==> config.mk <==
export PLATFORM = sky130hd
export DESIGN_NAME = pdid_queue
export DESIGN_NICKNAME = d
export VERILOG_FILES = /design/src/rtl/core/pdid_pkg.sv /design/src/rtl/core/pdid_queue.sv
export SDC_FILE = /design/constraint.sdc
export NUM_CORES = 1
export LEC_CHECK = 0
export ABC_CLOCK_PERIOD_IN_PS = 2900
export BUFFER_PORTS_ARGS = -buffer_cell sky130_fd_sc_hd__buf_2
export CORE_AREA = 2 2 124 126
export DETAILED_ROUTE_END_ITERATION = 16
export DIE_AREA = 0 0 126 128
export PLACE_DENSITY = 0.81
export SLEW_MARGIN = 20
export SYNTH_ARGS = -nofsm -noshare
export SYNTH_HDL_FRONTEND = slang
export SYNTH_SLANG_ARGS = --single-unit
==> constraint.sdc <==
create_clock -name clk -period 2.9 [get_ports clk]
set_input_delay 0.145 -clock clk [delete_from_list [all_inputs] [get_ports clk]]
set_output_delay 0.145 -clock clk [all_outputs]
set_load 0.1 [all_outputs]
==> src/rtl/core/pdid_pkg.sv <==
// Package for the predictive delta image decoder.
// Holds shared types, codes and default sizes; no dependencies.
package pdid_pkg;

  localparam int DEF_MAX_WIDTH  = 1024;
  localparam int DEF_MAX_HEIGHT = 1024;
  localparam int MIN_WIDTH      = 4;
  localparam int MIN_HEIGHT     = 2;
  localparam int QUEUE_DEPTH    = 4;
  localparam int COL_W          = 12;   // column index, covers widths up to 4096
  localparam int CFG_REG_W      = 11;
  localparam int CFG_AW         = 3;

  localparam logic [CFG_REG_W-1:0] WIDTH_RESET  = 11'd1024;
  localparam logic [CFG_REG_W-1:0] HEIGHT_RESET = 11'd768;

  typedef enum logic {
    REG_IMAGE_WIDTH  = 1'b0,
    REG_IMAGE_HEIGHT = 1'b1
  } reg_idx_t;

  typedef enum logic [1:0] {
    PH_CODES = 2'd0,
    PH_RAW   = 2'd1,
    PH_DELTA = 2'd2,
    PH_DONE  = 2'd3
  } phase_t;

  typedef enum logic [1:0] {
    CD_BYTE  = 2'd0,
    CD_HALF  = 2'd1,
    CD_WORD  = 2'd2,
    CD_UNDEF = 2'd3
  } code_t;

  typedef enum logic [1:0] {
    ST_OK       = 2'd0,
    ST_TRUNC    = 2'd1,
    ST_BAD_CODE = 2'd2
  } status_t;

  // One pixel request handed from the parser to the reconstruction side
  typedef struct packed {
    logic [31:0]      diff;
    logic             raw;
    logic             last;
    status_t          status;
    logic [COL_W-1:0] col;
  } job_t;

endpackage

==> src/rtl/core/pdid_queue.sv <==
// Short request queue between front end and reconstruction.
// Depends on pdid_pkg for job_t.
module pdid_queue
  import pdid_pkg::*;
#(
  parameter int DEPTH = QUEUE_DEPTH,
  localparam int AW = (DEPTH > 1) ? $clog2(DEPTH) : 1,
  localparam int CW = $clog2(DEPTH + 1)
) (
  input  logic clk,
  input  logic rst_n,
  input  logic push,
  input  job_t push_job,
  output logic full,
  input  logic pop,
  output logic not_empty,
  output job_t head
);

  job_t          slots [DEPTH];
  logic [AW-1:0] wr_ptr_r, rd_ptr_r;
  logic [CW-1:0] count_r;

  assign full      = (count_r == CW'(DEPTH));
  assign not_empty = (count_r != '0);
  assign head      = slots[rd_ptr_r];

  always_ff @(posedge clk) begin
    if (!rst_n) begin
      wr_ptr_r <= '0;
      rd_ptr_r <= '0;
      count_r  <= '0;
    end else begin
      if (push) wr_ptr_r <= (wr_ptr_r == AW'(DEPTH - 1)) ? '0 : wr_ptr_r + AW'(1);
      if (pop)  rd_ptr_r <= (rd_ptr_r == AW'(DEPTH - 1)) ? '0 : rd_ptr_r + AW'(1);
      count_r <= count_r + CW'(push) - CW'(pop);
    end
  end

  always_ff @(posedge clk) begin
    if (push) slots[wr_ptr_r] <= push_job;
  end

endmodule

==> impl_metrics.ini <==
[setup_path]
reg2reg_slack_ns = 1.09
reg2reg_from = count_r[0]
cpMaxStageDelayCell = dfxtp_4
worstPathRequired_ns = 2.76
r2r-end = count_r[2]
cpPeakStageDelay_ns = 0.65
critPathKind = flip-flop to primary output
cp-end-kind = primary output
r2r.worst_path.cells = 7
cp_max_fo = 23
worstPathCellList = buf_4 -> mux4_2 -> buf_2
crit_arrival_ns = 2.33
crit_path_start_kind = flip-flop

[route]
vias = 3552
routedWlPerCell_um = 20.3
wl_um = 13500
firstDrtPassIters = 4
drt_iter0_markers = 240
ant_nets = 0
drc_errors = 0
via_per_inst = 5.33

[timing]
maxSlewHeadroom = 0.632
hold_viol = 0
final.setup.tns_ns = 0
drv_slew = 0
rsz0062_at_grt = false
finalCritPeriodShare = 0.854
finClkSkew_ns = 0.00757
max_freq_mhz = 404
setup_viol_count_final = 0
max_slew.worst_pin.slew_ns = 0.553
fin_crit_ns = 2.48

[min_path]
min_from = pop
min_path_cells = 3
hp-class = primary input to flip-flop

[cells_and_area]
synthToLayoutAreaGrowth_pct = 26.7
stdcell_count = 666
drive_gt1_frac = 0.407
finalInstanceArea_sq_mm = 0.00935
nets = 523

[synthesis]
synth_edf_count = 192
synth_top_cell_by_area = edfxtp_1
async_reset_ff_frac = 0
syn_nets = 354
synth_area_sq_mm = 0.00738
synth_common_cells = edfxtp_1 (192), mux4_2 (48), dfxtp_1 (9), ha_1 (7), inv_1 (7)
ys_warn_count = 0
synth_cell_type_count = 19
ys_top_cells_by_area = edfxtp_1 (78%), mux4_2 (15%), dfxtp_1 (2.4%)
seq_area_frac_synth = 0.806
synth.most_common_cell = edfxtp_1
syn_inst = 294
synth_top_area_share = 0.782
synth-seq-cells = 201
synth_ff_type = edfxtp_1
avgSynthCellArea_sq_um = 25.1

[floorplan]
die_h_um = 128
rows = 45
ios = 102
dieWidth_um = 126
floorplan.initialDensity = 0.496
die_area_sq_mm = 0.0161
fp.coreArea_sq_mm = 0.0149

[place]
io_buffer_count = 101
place_area_sq_mm = 0.00818
hpwl_um = 7890
place_congestion = 0.711
dp_cells = 580

[global_route]
grt_use_total = 0.170
antenna_found_initial = 1
grt_pass1_vias = 3889
grt_pass1_wl_um = 21000
grt_remaining_overflow = 0
grt_max_degree = 49

[job]
maxCapViolations = 0

[clock_tree]
cts_tree = yes
insertion_delay_ns = 0.48
cts.sinks = 201
clk_pin_slew_ns = 0.06
htree_num_levels = 1
clockBufferDepth = 3
cts_buffers = 20
post_cts_buffers = 0
clock-root-buffer = clkbuf_16

[pwr]
ir_drop_v = 0.000615
p_per_area_mw_per_mm2 = 772
power_uw = 7220
p_leak_uw = 0.00324

[status]
status = finished, final reports clean
## routing by layer
layer / part of all wire / vias to the layer above / routed length, um / global-route usage
met3: 0.050 / 20 / 683 / 0.0342
li1: - / 1581 / - / -
met2: 0.52 / 111 / 7010 / 0.297
met5: 0 / - / 0 / 0
met4: 0.014 / 0 / 190 / 0.0407
met1: 0.42 / 1840 / 5640 / 0.222
## what timing repair did
action                                 CTS  global route
hold buffers                            49             0
resized for setup                        0             0
endpoints found under the hold margin  195             0
## placed cells by master (no fill, tap or decap)
master         count
edfxtp_1         192
buf_2            101
dlygate4sd3_1     49
mux4_2            48
clkbuf_16         21
inv_1              7
ha_1               7
dfxtp_1            7
buf_12             6
and2_2             4
clkinv_1           4
nor2_1             3
clkinv_2           3
clkbuf_8           3
and2_1             2
or3b_2             2
nand2b_1           2
a21oi_1            2
mux2i_1            2
bufinv_16          2
clkbuf_1           2
diode_2            1
or3_1              1
and3_1             1
xor3_1             1
fa_1               1
dfxtp_4            1
dfxtp_2            1
clkinvlp_4         1
buf_4              1
## state kept, by name, indices dropped and copies added, names as in the netlist, named ones only
register / count
wr_ptr_r: 2
count_r: 3
slots: 192
rd_ptr_r: 2
## per-stage QoR
step	hold WS (ns)	setup slack [ns]	utilization
final	0.0271	0.424	0.629
after global routing	0.0622	0.259	0.629
after CTS	0.0147	0.352	0.629
after detailed placement	0.361	0.851	0.551
after global placement	0.354	0.916	0.551
after floorplan	0.244	0.804	-
## layout make-up
cell class              instances  area [sq um]
inverters                       7          26.3
clock inverters                10          97.6
clock buffers                  26           574
multi-input cells              76          1340
well taps                     188           235
diodes                          1          2.50
fillers                      1054          5520
repair buffers                157          1120
flip-flops and latches        201          5950
## critical path: cells and delay by family (launching register included)
family / cells / cell delay [ns]
DFF: 1 / 0.65
muxes: 1 / 0.54
buffers and inverters: 2 / 0.65
## power by group
| group | total (uW) | leakage (uW) | internal (uW) | switching, uW |
|---|---|---|---|---|
| combinational | 1280 | 0.00108 | 320 | 959 |
| sequential | 3360 | 0.00184 | 3310 | 51.9 |
| clock | 2580 | 0.000329 | 1570 | 1010 |
## how the worst max path moves through the flow
stage | slack [ns] | endpoint
after floorplan | 0.80 | slots[2][0]
after global placement | 0.92 | head[42]
after detailed placement | 0.85 | head[37]
after CTS | 0.35 | head[37]
after global routing | 0.26 | head[37]
final | 0.42 | head[37]
## logic make-up (layout without fill, tap and decap cells)
kind of cell	count (synthesis)	after routing	synth area share
fa+ha+maj	8	8	0.0146
buf+inv	17	200	0.0132
xor+xnor	1	1	0.00322
simple gates	15	15	0.0124
compound gates	2	2	0.00136
other cells	0	1	0
mux	50	50	0.149
flops	201	201	0.806
(Power assumes the default switching activity.)
